===== src/rtl/core/scba_pkg.sv =====
package scba_pkg;

    localparam int CHUNK_BYTES   = 65536;
    localparam int NUM_CHUNKS    = 8;
    localparam int NUM_CLASSES   = 60;
    localparam int GRANULE_BYTES = 16;

    localparam int GRAN_SHIFT    = $clog2(GRANULE_BYTES);
    localparam int CHUNK_GRANS   = CHUNK_BYTES / GRANULE_BYTES;
    localparam int POOL_GRANS    = NUM_CHUNKS * CHUNK_GRANS;
    localparam int GW            = $clog2(POOL_GRANS);
    localparam int CW            = $clog2(NUM_CLASSES + 1);
    localparam int CGW           = $clog2(CHUNK_GRANS);
    localparam int NCW           = $clog2(NUM_CHUNKS + 1);
    localparam int FIFO_DEPTH    = 2;

    localparam logic [1:0] ACT_ALLOC = 2'd0;
    localparam logic [1:0] ACT_FREE  = 2'd1;
    localparam logic [1:0] ACT_CLEAR = 2'd2;

    localparam logic [1:0] ST_DONE  = 2'd0;
    localparam logic [1:0] ST_ZERO  = 2'd1;
    localparam logic [1:0] ST_LARGE = 2'd2;
    localparam logic [1:0] ST_OUT   = 2'd3;

    localparam logic [2:0] OP_NOP   = 3'd0;
    localparam logic [2:0] OP_ALLOC = 3'd1;
    localparam logic [2:0] OP_FREE  = 3'd2;
    localparam logic [2:0] OP_CLEAR = 3'd3;

    typedef struct packed {
        logic [2:0]    op;
        logic [1:0]    status;
        logic [5:0]    cls;
        logic          in_pool;
        logic [GW-1:0] gran;
    } cmd_t;

    function automatic logic [15:0] class_units(input logic [5:0] c);
        logic [15:0] t [0:59];
        t = '{16'd1, 16'd2, 16'd4, 16'd6, 16'd8, 16'd10, 16'd12, 16'd14, 16'd16,
              16'd20, 16'd24, 16'd28, 16'd32, 16'd40, 16'd48, 16'd56, 16'd64,
              16'd80, 16'd96, 16'd112, 16'd128, 16'd144, 16'd160, 16'd176,
              16'd192, 16'd208, 16'd224, 16'd240, 16'd256, 16'd288, 16'd320,
              16'd352, 16'd384, 16'd416, 16'd448, 16'd480, 16'd512, 16'd576,
              16'd640, 16'd704, 16'd768, 16'd832, 16'd896, 16'd960, 16'd1024,
              16'd1152, 16'd1280, 16'd1408, 16'd1536, 16'd1664, 16'd1792,
              16'd1920, 16'd2048, 16'd2304, 16'd2560, 16'd2816, 16'd3072,
              16'd3328, 16'd3584, 16'd3840};
        if (c < 6'd60)
            class_units = t[c];
        else
            class_units = 16'd0;
    endfunction

endpackage


===== src/rtl/core/scba_front.sv =====
module scba_front (
    input  logic                 clk,
    input  logic                 rst_n,
    input  logic                 start,
    input  logic [1:0]           action,
    input  logic [23:0]          request_size,
    input  logic [18:0]          block_address,
    input  logic                 q_full,
    output logic                 busy,
    output logic                 push,
    output scba_pkg::cmd_t       push_cmd
);
    import scba_pkg::*;

    // Item held until the queue takes it, while the class search runs over a registered size.
    logic        hold_reg, hold_next;
    logic [1:0]  act_reg;
    logic [23:0] size_reg;
    logic [18:0] addr_reg;
    logic [CW-1:0] cls;
    logic        found;

    assign busy = hold_reg;

    always_comb
    begin
        cls = CW'(NUM_CLASSES);
        found = 1'b0;
        for (int c = NUM_CLASSES - 1; c >= 0; c--) begin
            if ({4'd0, size_reg} <= 28'(class_units(6'(c))) * 28'(GRANULE_BYTES)) begin
                cls = CW'(c);
                found = 1'b1;
            end
        end
    end

    always_comb
    begin
        push_cmd = '0;
        push_cmd.gran = GW'(addr_reg >> GRAN_SHIFT);
        push_cmd.in_pool = ({13'd0, addr_reg} >> GRAN_SHIFT) < 32'(POOL_GRANS);
        case (act_reg)
            ACT_CLEAR: push_cmd.op = OP_CLEAR;
            ACT_ALLOC, ACT_FREE:
            begin
                if (size_reg == 24'd0) begin
                    push_cmd.status = ST_ZERO;
                end else if (!found) begin
                    push_cmd.status = ST_LARGE;
                end else begin
                    push_cmd.cls = 6'(cls);
                    push_cmd.op = (act_reg == ACT_ALLOC) ? OP_ALLOC : OP_FREE;
                end
            end
            default: push_cmd.op = OP_NOP;
        endcase
    end

    assign push = hold_reg && !q_full;

    always_comb
    begin
        hold_next = hold_reg;
        if (push)
            hold_next = 1'b0;
        if (start && !hold_reg)
            hold_next = 1'b1;
    end

    always_ff @(posedge clk or negedge rst_n)
    begin
        if (!rst_n)
            hold_reg <= 1'b0;
        else
            hold_reg <= hold_next;
    end

    always_ff @(posedge clk)
    begin
        if (start && !hold_reg) begin
            act_reg  <= action;
            size_reg <= request_size;
            addr_reg <= block_address;
        end
    end
endmodule


===== config.mk =====
export PLATFORM = sky130hd
export DESIGN_NAME = scba_front
export DESIGN_NICKNAME = d
export VERILOG_FILES = /design/src/rtl/core/scba_pkg.sv /design/src/rtl/core/scba_front.sv
export SDC_FILE = /design/constraint.sdc
export NUM_CORES = 1
export LEC_CHECK = 0
export ABC_CLOCK_PERIOD_IN_PS = 5050
export BUFFER_PORTS_ARGS = -buffer_cell sky130_fd_sc_hd__buf_2
export CAP_MARGIN = 20
export CORE_MARGIN = 5
export CORE_UTILIZATION = 37
export CTS_BUF_LIST = sky130_fd_sc_hd__clkbuf_16
export CTS_CLUSTER_DIAMETER = 30
export DETAILED_ROUTE_END_ITERATION = 16
export MAX_ROUTING_LAYER = met4
export PLACE_DENSITY_LB_ADDON = 0.3
export REMOVE_ABC_BUFFERS = 1
export SYNTH_ARGS = -nofsm -noshare
export SYNTH_HDL_FRONTEND = slang
export SYNTH_SLANG_ARGS = --single-unit
export TNS_END_PERCENT = 100

===== constraint.sdc =====
create_clock -name clk -period 5.05 [get_ports clk]
set_input_delay 0.7575 -clock clk [delete_from_list [all_inputs] [get_ports clk]]
set_output_delay 0.7575 -clock clk [all_outputs]
set_load 0.01 [all_outputs]

==> results_dict.tcl, run 1 <==
set metrics [dict create \
    largest_reg_flops 24 \
    synth.avg_cell_area_um2 9.38 \
    clkPwrFrac 0.382 \
    cp_max_fo 12 \
    cts_tree "built" \
    vias 2456 \
    die_w_um 94.0 \
    pwr_density_cell_nw_per_um2 276 \
    relSlewSlack 0.513 \
    p_seq_frac 0.490 \
    root_buffer "clkbuf_16" \
    gp_congestion 0.954 \
    rows 30 \
    initial_utilization 0.382 \
    async_flop_share 0.0238 \
    final_min_period_over_clock_period 0.846 \
    synth_edf_count 41 \
    m1WireLength_um 3000 \
    switchingPower_mw 0.202 \
    synthFlopType "edfxtp_1" \
    fp.dieH_um 94.0 \
    drc 0 \
    overflow 0 \
    max-clock-path-buffers 2 \
    startpoint_type "flip-flop" \
    drt_pre_antenna_iters 5 \
    path_class "reg -> out" \
    cts_resized 0 \
    ys_warn_count 0 \
    dieArea_um2 8830 \
    hold_class "in -> async" \
    antenna_left 0 \
    rsz0062_at_grt "false" \
    routed.top_layer "met4" \
    crit_arrival_ps 3520 \
    antenna_found_initial 0 \
    core_um2 6830 \
    finalHoldViolCount 0 \
    cp-end-kind "output pin" \
    grt_pass1_wl_um 11100 \
    post_cts_buffers 0 \
    syn_inst 278 \
    yosysUniqueCellTypes 56 \
    dr_wl_met3_um 523 \
    ios 78 \
    n_antenna_cell 0 \
    max_freq_ghz 0.234 \
    rrSetupSlack_ps 3730 \
    drive_gt1_frac 0.271 \
    cts_hold_buf 0 \
    grt_pass1_vias 2337 \
    wl_per_cell_um 15.3 \
    htree_levels 2 \
    crit_required_ps 4290 \
    cts_buffers 5 \
    area_growth_pct 23.4 \
    ir_drop_mv 0.338 \
    worst_pin_slew_ps 724 \
    dpl.hpwl_um 5000 \
    fin_tns_setup_ps 0 \
    fin_skew_ps 3.24 \
    clock_sink_count 42 \
    wirelength_um 6710 \
    fin_nets 392 \
    setup-violations-final 0 \
    totalPowerFinal_mw 0.889 \
    maxCapViolations 0 \
    yosysSeqAreaShare 0.482 \
    drt-initial-drc-count 236 \
    wl_met2_um 3000 \
    fin_hold_ws_ps 247 \
    clock_latency_ps 280 \
    maxSlewViolCount 0 \
    clk_pin_slew_worst_paths_ps 50 \
    grt_max_degree 43 \
    status "finished, final reports clean" \
    ys_ff_latch 42 \
    combPwrFrac 0.128 \
    p_leak_nw 1.17 \
    via_per_inst 5.59 \
    internal_power_mw 0.687 \
    post-route-min-period_ps 4270 \
    p_sw_frac 0.228 \
    netlist_area_um2 2610 \
    track_usage 0.160 \
    portBuffers 71 \
]
final cells by class:
cell class	count	area [um^2]
clock inverters	2	33.8
fillers	664	3610
inverters	9	33.8
flip-flops and latches	42	1260
repair buffers	76	405
well taps	96	120
multi-input cells	209	1240
clock buffers	5	125
critical path, stage by stage, from the launching register on:
cell and delay, ps:
edfxtp_1 560, or4_1 600, nor4_1 600, nand2_1 360, a31oi_1 400, o31a_1 180, a311o_1 110, a41oi_1 50
o32ai_1 180, buf_2 190
cell families (layout without fill, tap and decap cells):
family / after synthesis / in the layout / share of synthesized area
buf+inv: 27 / 92 / 0.0446
flops: 42 / 42 / 0.482
simple gates: 119 / 119 / 0.238
mux: 2 / 2 / 0.00816
compound gates: 86 / 86 / 0.225
other cells: 2 / 2 / 0.00288
placed cells by master, fill, tap and decap left out, types with 7 or more instances in the layout:
cell      netlist  routed
edfxtp_1       41      41
buf_2           0      71
a21oi_1        13      13
inv_1           8       8
nand4_1         8       8
nor4_1          8       8
nand3_1        12      12
o21ai_0        17      17
a31oi_1         7       7
nor2_1         30      30
nor3_1         11      11
nand2_1        24      24
final timing paths:
check	startpoint	to	cells past startpoint
max in group asynchronous	rst_n	busy	1
hold / removal	rst_n	busy	1
setup / recovery	size_reg[8]	push_cmd[16]	9
min in group clk	busy	busy	1
setup reg to reg	busy	addr_reg[8]	2
hold reg to reg	busy	busy	1
power by group through the flow:
stage / combinational (mW) / sequential (mW) / clock (mW)
floorplan: 0.0495 / 0.452 / 0
global placement: 0.108 / 0.443 / 0
detailed placement: 0.109 / 0.443 / 0
CTS: 0.110 / 0.437 / 0.351
global route: 0.127 / 0.439 / 0.370
finish: 0.114 / 0.436 / 0.340
routing by layer:
metal / vias up / GRT usage
met2: 130 / 0.240
met4: 0 / 0.0602
met3: 17 / 0.0329
met1: 1099 / 0.213
met5: - / -
li1: 1210 / -
stage by stage:
stage                     setup slack, ps  instance area, um^2   util  std cells
after CTS                             788                 3200  0.468        438
after global routing                  529                 3220  0.471        439
after detailed placement             1090                 3040  0.445        431
after global placement               1080                 3040  0.445        431
after floorplan                      1410                 2520      -        260
final                                 777                 3220  0.471        439
cell usage after synthesis, types with 2 or more instances:
master	number	area, um^2
nor2_1	30	113
o21ai_0	17	85.1
a211oi_1	5	37.5
nor4_1	8	50.1
nand4_1	8	50.1
conb_1	2	7.51
or4_4	2	22.5
a21oi_1	13	65.1
buf_4	2	15.0
nand2_1	24	90.1
o21ai_1	2	10.0
nor2b_1	2	12.5
o22ai_1	3	18.8
or3_1	6	37.5
nor3_1	11	55.1
a21boi_0	2	15.0
o211ai_1	6	45.0
o31a_1	2	17.5
clkbuf_1	14	52.6
a22oi_1	2	15.0
o21a_1	2	15.0
or2_0	2	12.5
nand3_1	12	60.1
a211o_1	2	17.5
edfxtp_1	41	1230
or4_1	4	30.0
o31ai_1	6	45.0
a41oi_1	2	17.5
inv_1	8	30.0
o2111ai_1	2	17.5
and3_1	2	12.5
a21o_1	4	30.0
a31oi_1	7	43.8
Power figures use the tool's default switching activity.
==> run 2: changes to the inputs <==
--- a/config.mk
+++ b/config.mk
@@ -5,7 +5,7 @@
 export SDC_FILE = /design/constraint.sdc
 export NUM_CORES = 1
 export LEC_CHECK = 0
-export ABC_CLOCK_PERIOD_IN_PS = 5050
+export ABC_CLOCK_PERIOD_IN_PS = 3700
 export BUFFER_PORTS_ARGS = -buffer_cell sky130_fd_sc_hd__buf_2
 export CAP_MARGIN = 20
 export CORE_MARGIN = 5
==> constraint.sdc (replaced) <==
create_clock -name clk -period 3.7 [get_ports clk]
set_input_delay 0.555 -clock clk [delete_from_list [all_inputs] [get_ports clk]]
set_output_delay 0.555 -clock clk [all_outputs]
set_load 0.01 [all_outputs]
==> run 2 against run 1 <==
Compared with the run above: clock skew is 2.7 ps higher; die area stayed put; power is 30% higher; first-iteration DRC count is 16% higher; register-to-register slack worse by 1300 ps; critical path depth stayed put; highest routed layer unchanged.
==> results_dict.tcl, run 2 (synthesized netlist as in run 1, its figures left out) <==
set metrics [dict create \
    status "finished, final reports clean" \
    largest_reg_flops 24 \
    grt_max_degree 43 \
    worst_pin_slew_ps 630 \
    clk_pin_slew_worst_paths_ps 60 \
    clock_sink_count 42 \
    gp_congestion 0.919 \
    worstReg2RegStart "busy" \
    crit_arrival_ps 3130 \
    pwr_density_cell_nw_per_um2 341 \
    layout_common_cells "71 x buf_2, 41 x edfxtp_1, 30 x nor2_1, 24 x nand2_1, 24 x buf_4" \
    setup-violations-final 0 \
    max-clock-path-buffers 2 \
    setup_ws_ps 13.9 \
    rsz0062_at_grt "true" \
    totalPowerFinal_mw 1.16 \
    dpl.hpwl_um 5480 \
    multi_input_area_um2 1300 \
    maxSlewViolCount 0 \
    antenna_found_initial 0 \
    drt_pre_antenna_iters 5 \
    ios 78 \
    cp_max_fo 4 \
    crit_required_ps 3140 \
    rrSetupSlack_ps 2420 \
    wirelength_um 7190 \
    cts_buffers 5 \
    maxCapViolations 0 \
    cts_tree "built" \
    seq_area_um2 1260 \
    fp.dieH_um 94.0 \
    nFillCells 669 \
    portBuffers 71 \
    final_min_period_over_clock_period 0.996 \
    wl_per_cell_um 15.7 \
    via_per_inst 5.69 \
    ir_drop_mv 0.366 \
    fin_skew_ps 5.93 \
    initial_utilization 0.382 \
    finalHoldViolCount 0 \
    final_common_cell "buf_2" \
    track_usage 0.171 \
    die_w_um 94.0 \
    drc 0 \
    dieArea_um2 8830 \
    grt_pass1_wl_um 11900 \
    overflow 0 \
    relSlewSlack 0.578 \
    core_um2 6830 \
    fin_nets 412 \
    drive_gt1_frac 0.331 \
    n_antenna_cell 0 \
    rows 30 \
    p_leak_nw 1.27 \
    vias 2612 \
    regToRegEndpoint "size_reg[10]" \
    grt_pass1_vias 2573 \
    antenna_left 0 \
    path_class "reg -> out" \
    htree_levels 2 \
    hold_class "in -> async" \
    post-place-ws_ps 185 \
    r2r_cells 2 \
    startpoint_type "flip-flop" \
    clock_latency_ps 280 \
    area_growth_pct 30.5 \
    post-route-min-period_ps 3690 \
    max_freq_ghz 0.271 \
    cp-end-kind "output pin" \
    root_buffer "clkbuf_16" \
    drt-initial-drc-count 274 \
]
[run 2: changes by cell type in the layout (fill, tap and decap cells not counted), sizes merged]
cell / delta
buf: +20
bufinv: -1
clkinv: +1
[run 2: power by group]
part / leakage [nW] / switching, mW / internal, mW
sequential: 0.399 / 0.0235 / 0.567
combinational: 0.799 / 0.107 / 0.0665
clock: 0.0694 / 0.153 / 0.243
total: 1.27 / 0.283 / 0.876
[run 2: what timing repair did]
action / 4_1_cts / 5_1_grt
hold buffers: 0 / 0
setup buffers: 0 / 3
gates cloned: 0 / 0
pin swaps: 2 / 6
resized for setup: 2 / 7
setup endpoints to repair: 2 / 5
hold endpoints to repair: 0 / 0
[run 2: layout make-up]
class | instances | share of cell area
inverters | 9 | 0.00993
multi-input cells | 209 | 0.383
well taps | 96 | 0.0353
repair buffers | 96 | 0.163
clock buffers | 5 | 0.0368
flip-flops and latches | 42 | 0.369
clock inverters | 2 | 0.00294
[run 2: per-stage QoR]
step	util	hold slack, ps	setup TNS (ps)	instance area [um^2]	std cells
3_5_place_dp	0.463	330	0	3170	448
5_1_grt	0.498	33.4	-217	3400	459
3_3_place_gp	0.463	331	0	3170	448
4_1_cts	0.486	35.8	-25.8	3320	455
6_report	0.498	44.4	0	3400	459
2_1_floorplan	-	259	0	2520	260
[run 2: worst max path at each step]
stage / from / end / depth (start not counted)
finish: size_reg[8] / push_cmd[16] / 9
global route: size_reg[11] / push_cmd[16] / 9
CTS: size_reg[0] / push_cmd[16] / 9
detailed placement: size_reg[0] / push_cmd[16] / 9
global placement: size_reg[0] / push_cmd[16] / 9
floorplan: size_reg[11] / push_cmd[16] / 8
[run 2: metal layers]
metal | track usage | part of all wire | routed length (um) | up-vias
met2 | 0.267 | 0.47 | 3370 | 138
met5 | - | 0 | 0 | -
li1 | - | - | - | 1253
met4 | 0.0602 | 0.022 | 161 | 0
met1 | 0.226 | 0.44 | 3130 | 1200
met3 | 0.0296 | 0.074 | 534 | 21
[run 2: critical path: stages (launching register included)]
cell,delay [ps]
edfxtp_1,390
or4_4,570
or4_4,560
a41oi_4,280
o21ai_4,110
nor3_4,270
o31ai_2,130
nand3b_1,190
o32ai_2,190
buf_2,170
