**src/rtl/core/scba_pkg.sv**
```systemverilog
package scba_pkg;

    localparam int CHUNK_BYTES   = 65536;
    localparam int NUM_CHUNKS    = 8;
    localparam int NUM_CLASSES   = 60;
    localparam int GRANULE_BYTES = 16;

    localparam int GRAN_SHIFT    = $clog2(GRANULE_BYTES);
    localparam int CHUNK_GRANS   = CHUNK_BYTES / GRANULE_BYTES;
    localparam int POOL_GRANS    = NUM_CHUNKS * CHUNK_GRANS;
    localparam int GW            = $clog2(POOL_GRANS);
    localparam int CW            = $clog2(NUM_CLASSES + 1);
    localparam int CGW           = $clog2(CHUNK_GRANS);
    localparam int NCW           = $clog2(NUM_CHUNKS + 1);
    localparam int FIFO_DEPTH    = 2;

    localparam logic [1:0] ACT_ALLOC = 2'd0;
    localparam logic [1:0] ACT_FREE  = 2'd1;
    localparam logic [1:0] ACT_CLEAR = 2'd2;

    localparam logic [1:0] ST_DONE  = 2'd0;
    localparam logic [1:0] ST_ZERO  = 2'd1;
    localparam logic [1:0] ST_LARGE = 2'd2;
    localparam logic [1:0] ST_OUT   = 2'd3;

    localparam logic [2:0] OP_NOP   = 3'd0;
    localparam logic [2:0] OP_ALLOC = 3'd1;
    localparam logic [2:0] OP_FREE  = 3'd2;
    localparam logic [2:0] OP_CLEAR = 3'd3;

    typedef struct packed {
        logic [2:0]    op;
        logic [1:0]    status;
        logic [5:0]    cls;
        logic          in_pool;
        logic [GW-1:0] gran;
    } cmd_t;

    function automatic logic [15:0] class_units(input logic [5:0] c);
        logic [15:0] t [0:59];
        t = '{16'd1, 16'd2, 16'd4, 16'd6, 16'd8, 16'd10, 16'd12, 16'd14, 16'd16,
              16'd20, 16'd24, 16'd28, 16'd32, 16'd40, 16'd48, 16'd56, 16'd64,
              16'd80, 16'd96, 16'd112, 16'd128, 16'd144, 16'd160, 16'd176,
              16'd192, 16'd208, 16'd224, 16'd240, 16'd256, 16'd288, 16'd320,
              16'd352, 16'd384, 16'd416, 16'd448, 16'd480, 16'd512, 16'd576,
              16'd640, 16'd704, 16'd768, 16'd832, 16'd896, 16'd960, 16'd1024,
              16'd1152, 16'd1280, 16'd1408, 16'd1536, 16'd1664, 16'd1792,
              16'd1920, 16'd2048, 16'd2304, 16'd2560, 16'd2816, 16'd3072,
              16'd3328, 16'd3584, 16'd3840};
        if (c < 6'd60)
            class_units = t[c];
        else
            class_units = 16'd0;
    endfunction

endpackage

```
**src/rtl/core/scba_queue.sv**
```systemverilog
module scba_queue (
    input  logic            clk,
    input  logic            rst_n,
    input  logic            push,
    input  scba_pkg::cmd_t  push_cmd,
    input  logic            pop,
    output logic            full,
    output logic            not_empty,
    output scba_pkg::cmd_t  head_cmd
);
    import scba_pkg::*;

    localparam int PW = $clog2(FIFO_DEPTH);

    cmd_t mem_reg [FIFO_DEPTH];
    logic [PW-1:0] wp_reg, rp_reg;
    logic [PW:0]   cnt_reg;

    assign full = cnt_reg == (PW+1)'(FIFO_DEPTH);
    assign not_empty = cnt_reg != '0;
    assign head_cmd = mem_reg[rp_reg];

    always_ff @(posedge clk or negedge rst_n)
    begin
        if (!rst_n) begin
            wp_reg <= '0;
            rp_reg <= '0;
            cnt_reg <= '0;
        end else begin
            if (push)
                wp_reg <= wp_reg + 1'b1;
            if (pop)
                rp_reg <= rp_reg + 1'b1;
            cnt_reg <= cnt_reg + (PW+1)'(push) - (PW+1)'(pop);
        end
    end

    always_ff @(posedge clk)
    begin
        if (push)
            mem_reg[wp_reg] <= push_cmd;
    end
endmodule

```
**config.mk**
```make
export PLATFORM = sky130hd
export DESIGN_NAME = scba_queue
export DESIGN_NICKNAME = d
export VERILOG_FILES = /design/src/rtl/core/scba_pkg.sv /design/src/rtl/core/scba_queue.sv
export SDC_FILE = /design/constraint.sdc
export NUM_CORES = 1
export LEC_CHECK = 0
export BUFFER_PORTS_ARGS = -buffer_cell sky130_fd_sc_hd__buf_2
export CORE_UTILIZATION = 25
export DETAILED_ROUTE_END_ITERATION = 6
export HOLD_SLACK_MARGIN = 0.06
export PLACE_DENSITY_LB_ADDON = 0.05
export REMOVE_ABC_BUFFERS = 1
export SYNTH_ARGS = -nofsm -noshare
export SYNTH_HDL_FRONTEND = slang
export SYNTH_SLANG_ARGS = --single-unit
```
**constraint.sdc**
```tcl
create_clock -name clk -period 3.7 [get_ports clk]
set_input_delay 0.37 -clock clk [delete_from_list [all_inputs] [get_ports clk]]
set_output_delay 0.37 -clock clk [all_outputs]
set_load 0.02 [all_outputs]
```
==> flow_summary.ini, run 1 <==
[timing]
finalMaxSlewViolations = 0
setup_viol_count_final = 0
relSlewSlack_pct = 43.3
fin_crit_ns = 2.19
totalNegativeSetupSlack_ns = 0
rsz0062_at_grt = false
tightest_slew_ns = 0.849
period_share_pct = 59.2
max_freq_mhz = 457
fin_skew_ns = 0.00484
final-hold-violation-count = 0

[finish]
fin_area_sq_um = 2800
largest_reg_flops = 54
drive_above_1_share_pct = 59.3
nNetsFinal = 201
layout.cells.non_filler = 280
antenna_cells = 0
syn_to_final_growth_pct = 24.7
nFillCells = 852

[yosys]
synth_edf_count = 54
synth-seq-cells = 58
ys.flop_type = edfxtp_1
yosys.area.top_type = edfxtp_1
synthesis.area_sq_um = 2250
ys_types = 13
synthTopCellsByArea = edfxtp_1, mux2_4, dfrtp_1
ys_warn_count = 0
syn_avg_cell_area_sq_um = 22.7
synth_top_area_share_pct = 72.2
synthTopCellsByCount = edfxtp_1, mux2_4, mux2_2
async_flop_share_pct = 6.90
yosysMostFrequentCell = edfxtp_1
seq_area_frac_synth_pct = 76.6
synthCells = 99

[floorplanning]
core_sq_um = 8720
rows = 34
ioPinCount = 60
dieArea_sq_um = 9370
start_util_pct = 25.8
die_y_um = 96.8
die_x_um = 96.8

[placed_design]
hpwlAfterDp_um = 2480
gp_congestion = 0.599
io_buffers = 59
postPlaceCellArea_sq_um = 2640
dp_cells = 264

[setup_path]
path_cells = mux2_2 > buf_2
cp_slowest_stage_delay_ns = 0.92
r2r-end = mem_reg[1][24]
rr_startpoint = wp_reg
crit_fanout = 28
reg2regPathDepth = 2
path_class = reg -> out
crit_path_start = rp_reg
critical_path_buf_inv_count = 1
setup.worst_path.start_class = flop
cp-end-kind = output port
cp.required_ns = 3.33
crit_family = flip-flops
crit_arrival_ns = 1.82
cp_slowest_cell = dfrtp_2
r2r_setup_slack_ns = 2.08

[clock_network]
cts_hold_buf = 1
cts_root_buf = clkbuf_8
clock_path_buffers = 2
cts_setup_buffers = 0
path_clk_slew_ns = 0.06
cts_tree = done
clock_latency_ns = 0.32
cts_max_level = 3
post_cts_resized = 0
cts.sinks = 58
cts_buffers = 9

[route]
vias = 1127
routedWlPerCell_um = 13.9
drtIter0Drc = 20
drc = 0
via_per_inst = 4.03
antenna_left = 0
finalWirelength_um = 3900
firstDrtPassIters = 2

[power]
power-per-cell-area_nw_per_um2 = 761
ir_drop_mv = 0.320
cellLeakagePower_nw = 1.13

[min_path]
min-delay-start = push_cmd[6]
min_to = mem_reg[1][6]
min_path_cells = 1
hp-class = in -> reg

[global_route]
grt_pass1_wl_um = 6170
gr-usage-all-layers_pct = 8.82
grt_pass1_vias = 1273
antenna_found_initial = 0
grt_start_max_net_pins = 29
grt-ovfl-total = 0

[flow_run]
cap_violations = 0

[status]
run_status = complete, no violations
==> logic make-up (layout without fill, tap and decap cells) <==
logic type                 after synthesis  after routing  synth area share, %
and+or+nand+nor                          4              4                 1.11
adders and majority gates                2              2                 1.11
buffers and inverters                    5             78                 2.62
xor gates and xnor gates                 3              3                 1.84
muxes                                   27             27                 16.7
DFF                                     58             58                 76.6
==> where the power goes <==
group | total (mW) | internal [mW] | leakage [nW] | switching [mW]
sequential | 0.996 | 0.877 | 0.552 | 0.119
clock | 0.458 | 0.231 | 0.0808 | 0.227
combinational | 0.680 | 0.337 | 0.493 | 0.343
total | 2.13 | 1.44 | 1.13 | 0.690
==> cell type report <==
type                    instances  area [sq um]  share of cell area, %
clock buffers                  10           128                   4.55
well taps                     108           135                   4.82
repair buffers                 61           313                   11.2
inverters                       2          7.51                  0.268
clock inverters                 5          22.5                  0.804
flip-flops and latches         58          1720                   61.5
multi-input cells              36           474                   16.9
==> how the worst max path moves through the flow <==
stage | end | slack (ns) | cells after the start
after detailed placement | head_cmd[22] | 1.79 | 2
after CTS | head_cmd[22] | 1.43 | 2
final | head_cmd[22] | 1.51 | 2
after global placement | head_cmd[23] | 1.81 | 2
after global routing | head_cmd[22] | 1.38 | 2
after floorplan | mem_reg[0][0] | 1.66 | 1
==> routing by layer <==
layer / GRT usage, % / wire length, um
met1: 9.68 / 1690
met2: 14.3 / 1940
met3: 2.75 / 212
met4: 6.54 / 58
met5: 0 / 0
==> per-stage QoR <==
| stage | hold WS [ns] | power (mW) | worst slack, ns | utilization (%) |
|---|---|---|---|---|
| finish | 0.228 | 2.13 | 1.51 | 32.1 |
| global route | 0.209 | 2.26 | 1.38 | 32.1 |
| CTS | 0.205 | 2.19 | 1.43 | 32.1 |
| detailed placement | 0.187 | 1.71 | 1.79 | 30.3 |
| global placement | 0.181 | 1.70 | 1.81 | 30.3 |
| floorplan | 0.0744 | 1.48 | 1.66 | - |
==> cells in the final DEF, fill, tap and decap left out <==
cell type      synthesis  routed
buf_2                  0      59
edfxtp_1              54      54
mux2_4                19      19
clkbuf_8               0       9
mux2_2                 8       8
clkinv_2               0       3
dfrtp_1                4       3
inv_1                  2       2
xor2_1                 2       2
ha_1                   2       2
clkinv_1               0       2
xor3_1                 1       1
nor2b_4                0       1
or2_2                  1       1
nor2b_1                2       1
and2_1                 1       1
clkbuf_1               0       1
dlygate4sd3_1          0       1
buf_4                  0       1
dfrtp_2                0       1
No activity file was read; power rests on OpenSTA's default activity.
==> run 2, diff against run 1 <==
clock period = 1.9 ns   (was 3.7 ns; I/O delays follow)
==> run 2 against run 1 <==
Final cell count rose by 12%. Global-route usage rose by 0.28 points. Worst setup slack got worse by 1.3 ns. Clock power rose by 98%. Total power rose by 100%. Via count rose by 10%. Register-to-register slack got worse by 1.4 ns. Hold slack got worse by 0.11 ns. Critical path type unchanged. Critical endpoint unchanged. Largest cell class unchanged. Largest power group unchanged.
==> flow_summary.ini, run 2 (synthesis results as in run 1) <==
[route]
firstDrtPassIters = 2
drtIter0Drc = 18
antenna_left = 0
vias = 1245
via_per_inst = 3.96
routedWlPerCell_um = 13.0
finalWirelength_um = 4090
drc = 0

[setup_path]
cp_slowest_stage_delay_ns = 0.38
setup.worst_path.start_class = flop
cp_slowest_cell = mux2_2
crit_path_start = rp_reg
crit_family = buffers and inverters
rr_startpoint = cnt_reg[0]
critical_path_buf_inv_count = 2
crit_arrival_ns = 1.55
path_cells = buf_4 > mux2_2 > buf_2
reg2regPathDepth = 5
cp_num_cells = 3
cp-end-kind = output port
crit_fanout = 19
path_class = reg -> out
cp.required_ns = 1.71

[finish]
multi_input_comb_area_sq_um = 474
seq_area_sq_um = 1720
syn_to_final_growth_pct = 39.0
layout_common_cells = buf_2, edfxtp_1, dlygate4sd3_1, mux2_4, clkbuf_8
largest_reg_flops = 54
final_common_cell = buf_2
drive_above_1_share_pct = 51.9
nFillCells = 851
finish.utilization_pct = 35.8
antenna_cells = 0
nNetsFinal = 234

[placed_design]
gp_congestion = 0.631
hpwlAfterDp_um = 2650
post-place-ws_ns = 0.500
io_buffers = 59

[power]
p_int_mw = 2.90
power-per-cell-area_nw_per_um2 = 1370
cellLeakagePower_nw = 1.27
switchingPower_mw = 1.38
p_seq_share_pct = 41.8
p_clk_share_pct = 21.1
pwr-share-comb_pct = 37.0
ir_drop_mv = 0.446
switching_share_pct = 32.2

[global_route]
antenna_found_initial = 0
grt_start_max_net_pins = 20
grt-ovfl-total = 0
grt_pass1_vias = 1304
grt_pass1_wl_um = 6440
gr-usage-all-layers_pct = 9.10

[floorplanning]
die_x_um = 96.8
dieArea_sq_um = 9370
rows = 34
start_util_pct = 25.8
ioPinCount = 60
core_sq_um = 8720
die_y_um = 96.8

[timing]
setup_viol_count_final = 0
setup_slack_ns = 0.165
fin_crit_ns = 1.74
max_freq_mhz = 576
relSlewSlack_pct = 76.7
tightest_slew_ns = 0.350
rsz0062_at_grt = false
period_share_pct = 91.3
finalMaxSlewViolations = 0
final-hold-violation-count = 0
fin_skew_ns = 0.00604

[clock_network]
cts_setup_buffers = 0
cts_hold_buf = 29
clock_path_buffers = 2
cts_tree = done
cts_max_level = 3
clock_latency_ns = 0.32
cts.sinks = 58
path_clk_slew_ns = 0.06
cts_root_buf = clkbuf_8
post_cts_resized = 0
cts_buffers = 9

[min_path]
hp-class = in -> reg
min-delay-start = push
min_path_cells = 2

[status]
run_status = complete, no violations

[flow_run]
cap_violations = 0
## run 2: cell count changes in the layout (fill, tap and decap cells not counted)
cell and delta:
dlygate4sd3_1 +28, buf_4 +5, clkbuf_1 +2, clkinv_1 -1
## run 2: final timing paths
path | endpoint | slack, ns
setup / recovery | head_cmd[22] | 0.16
hold / removal | wp_reg | 0.11
setup reg to reg | cnt_reg[1] | 0.67
hold reg to reg | wp_reg | 0.55
max in group asynchronous | rp_reg | 1.56
min in group asynchronous | cnt_reg[0] | 0.20
## run 2: final cells by class
cell class / count / share of cell area (%)
flip-flops and latches: 58 / 55.1
repair buffers: 94 / 20.2
multi-input cells: 36 / 15.2
clock buffers: 12 / 4.33
well taps: 108 / 4.33
clock inverters: 4 / 0.601
inverters: 2 / 0.240
## run 2: metrics by stage
step	cell area [sq um]	hold slack (ns)	std cells	setup TNS (ns)	total power [mW]
final	3120	0.115	314	0	4.28
after global routing	3120	0.129	314	0	4.51
after CTS	3120	0.100	314	0	4.37
after detailed placement	2680	0.00608	269	0	3.39
after global placement	2680	0.00143	269	0	3.36
after floorplan	2200	-0.106	96	-3.68	2.88
## run 2: worst register-to-register path, stage by stage, from the launching register on
cell,delay (ns)
dfrtp_1,0.38
inv_1,0.05
ha_1,0.26
inv_1,0.06
ha_1,0.14
xor3_1,0.22
## run 2: layer usage
| layer | vias to the layer above | global-route usage, % | part of all wire [%] |
|---|---|---|---|
| met1 | 609 | 10.8 | 44 |
| met4 | 0 | 5.51 | 1.7 |
| met2 | 40 | 14.7 | 50 |
| met3 | 8 | 2.46 | 4.9 |
| li1 | 588 | - | - |
| met5 | - | 0 | 0 |
## run 2: power groups by stage
stage / logic, mW / clock network [mW] / registers, mW
2_1_floorplan: 0.980 / 0 / 1.90
3_3_place_gp: 1.55 / 0 / 1.81
3_5_place_dp: 1.57 / 0 / 1.82
4_1_cts: 1.62 / 0.950 / 1.79
5_1_grt: 1.70 / 0.995 / 1.82
6_report: 1.59 / 0.905 / 1.79
==> run 3, diff against run 2 <==
CELL_PAD_IN_SITES_DETAIL_PLACEMENT = 2   (was default)
CELL_PAD_IN_SITES_GLOBAL_PLACEMENT = 2   (was default)
==> run 3 against run 2 <==
Hold slack improved by 0.0014 ns. Die area did not move. Core utilization rose by 0.20 points. Clock skew fell by 0.0025 ns. Maximum frequency rose by 5.3%. Sequential share of layout area fell by 0.31 points. Sequential power barely moved. Clock power rose by 2.4%. Register-to-register slack got worse by 0.05 ns. Total power rose by 1.3%. Routed wire length rose by 6.3%. Final cell count fell by 0.64%. Largest power group unchanged.
==> flow_summary.ini, run 3 (synthesis results as in run 1) <==
[status]
run_status = complete, no violations

[route]
drc = 0
antenna_left = 0
vias = 1251
drtIter0Drc = 37
firstDrtPassIters = 3
routedWlPerCell_um = 13.9
via_per_inst = 4.01
finalWirelength_um = 4340

[timing]
whs_ns = 0.116
rsz0062_at_grt = false
setup_slack_ns = 0.251
period_share_pct = 86.8
fin_crit_ns = 1.65
relSlewSlack_pct = 76.9
tightest_slew_ns = 0.346
final-hold-violation-count = 0
max_freq_mhz = 607
totalNegativeSetupSlack_ns = 0
finalMaxSlewViolations = 0
fin_skew_ns = 0.00353
setup_viol_count_final = 0

[setup_path]
cp_slowest_stage_delay_ns = 0.37
path_cells = buf_12 > mux2_2 > buf_2
critical_path_buf_inv_count = 2
crit_path_start = rp_reg
path_class = reg -> out
reg2regPathDepth = 2
rr_startpoint = wp_reg
cp.required_ns = 1.71
cp_slowest_cell = dfrtp_2
r2r-end = mem_reg[0][21]
cp-end-kind = output port
setup.worst_path.start_class = flop
crit_fanout = 28
r2r_setup_slack_ns = 0.62
cp_num_cells = 3
crit_arrival_ns = 1.46
crit_family = buffers and inverters

[floorplanning]
ioPinCount = 60
start_util_pct = 25.8
dieArea_sq_um = 9370
die_y_um = 96.8
core_sq_um = 8720
rows = 34
die_x_um = 96.8

[power]
power-per-cell-area_nw_per_um2 = 1380
power_mw = 4.33
ir_drop_mv = 0.539
cellLeakagePower_nw = 1.27

[finish]
layout_common_cells = buf_2, edfxtp_1, dlygate4sd3_1, mux2_4, clkbuf_8
layout.cells.non_filler = 312
antenna_cells = 0
finish.utilization_pct = 36.0
largest_reg_flops = 54
drive_above_1_share_pct = 52.5
final_common_cell = buf_2
nNetsFinal = 232
syn_to_final_growth_pct = 39.8
fin_area_sq_um = 3140

[clock_network]
cts_setup_buffers = 0
cts_buffers = 9
cts_tree = done
cts_root_buf = clkbuf_8
cts_max_level = 3
clock_path_buffers = 2
post_cts_resized = 0
path_clk_slew_ns = 0.06
cts.sinks = 58
clock_latency_ns = 0.32

[global_route]
grt_pass1_vias = 1463
grt_start_max_net_pins = 29
grt-ovfl-total = 0
antenna_found_initial = 0
grt_pass1_wl_um = 7160
gr-usage-all-layers_pct = 10.2

[min_path]
min_path_cells = 2
min-delay-start = push
hp-class = in -> reg
min_to = wp_reg

[placed_design]
io_buffers = 59
postPlaceCellArea_sq_um = 2690
gp_congestion = 0.633
dp_cells = 267
post-place-ws_ns = 0.580

[flow_run]
cap_violations = 0
==> run 3: worst max-delay path by stage <==
stage                         end
finish               head_cmd[26]
global route         head_cmd[26]
CTS                  head_cmd[26]
detailed placement   head_cmd[26]
global placement     head_cmd[23]
floorplan           mem_reg[0][0]
==> run 3: report_power, final <==
group	switching, mW	internal, mW	total, mW
sequential	0.0894	1.71	1.80
clock	0.466	0.461	0.927
combinational	0.854	0.757	1.61
==> run 3: area by class of cell <==
type | count | area, sq um
fillers | 880 | 5580
flip-flops and latches | 58 | 1720
repair buffers | 92 | 641
multi-input cells | 36 | 474
well taps | 108 | 135
clock buffers | 10 | 128
clock inverters | 6 | 33.8
inverters | 2 | 7.51
==> run 3: repair_timing <==
item	4_1_cts	5_1_grt
endpoints found under the hold margin	59	0
hold buffers	29	0
endpoints found under the setup margin	0	0
==> run 3: layer usage <==
metal	share of wire (%)	wire, um	vias to the layer above	GRT usage, %
li1	-	-	586	-
met5	0	0	-	0
met3	4.3	186	7	3.03
met1	38	1660	619	10.5
met4	1.6	70	0	5.17
met2	56	2420	39	18.7
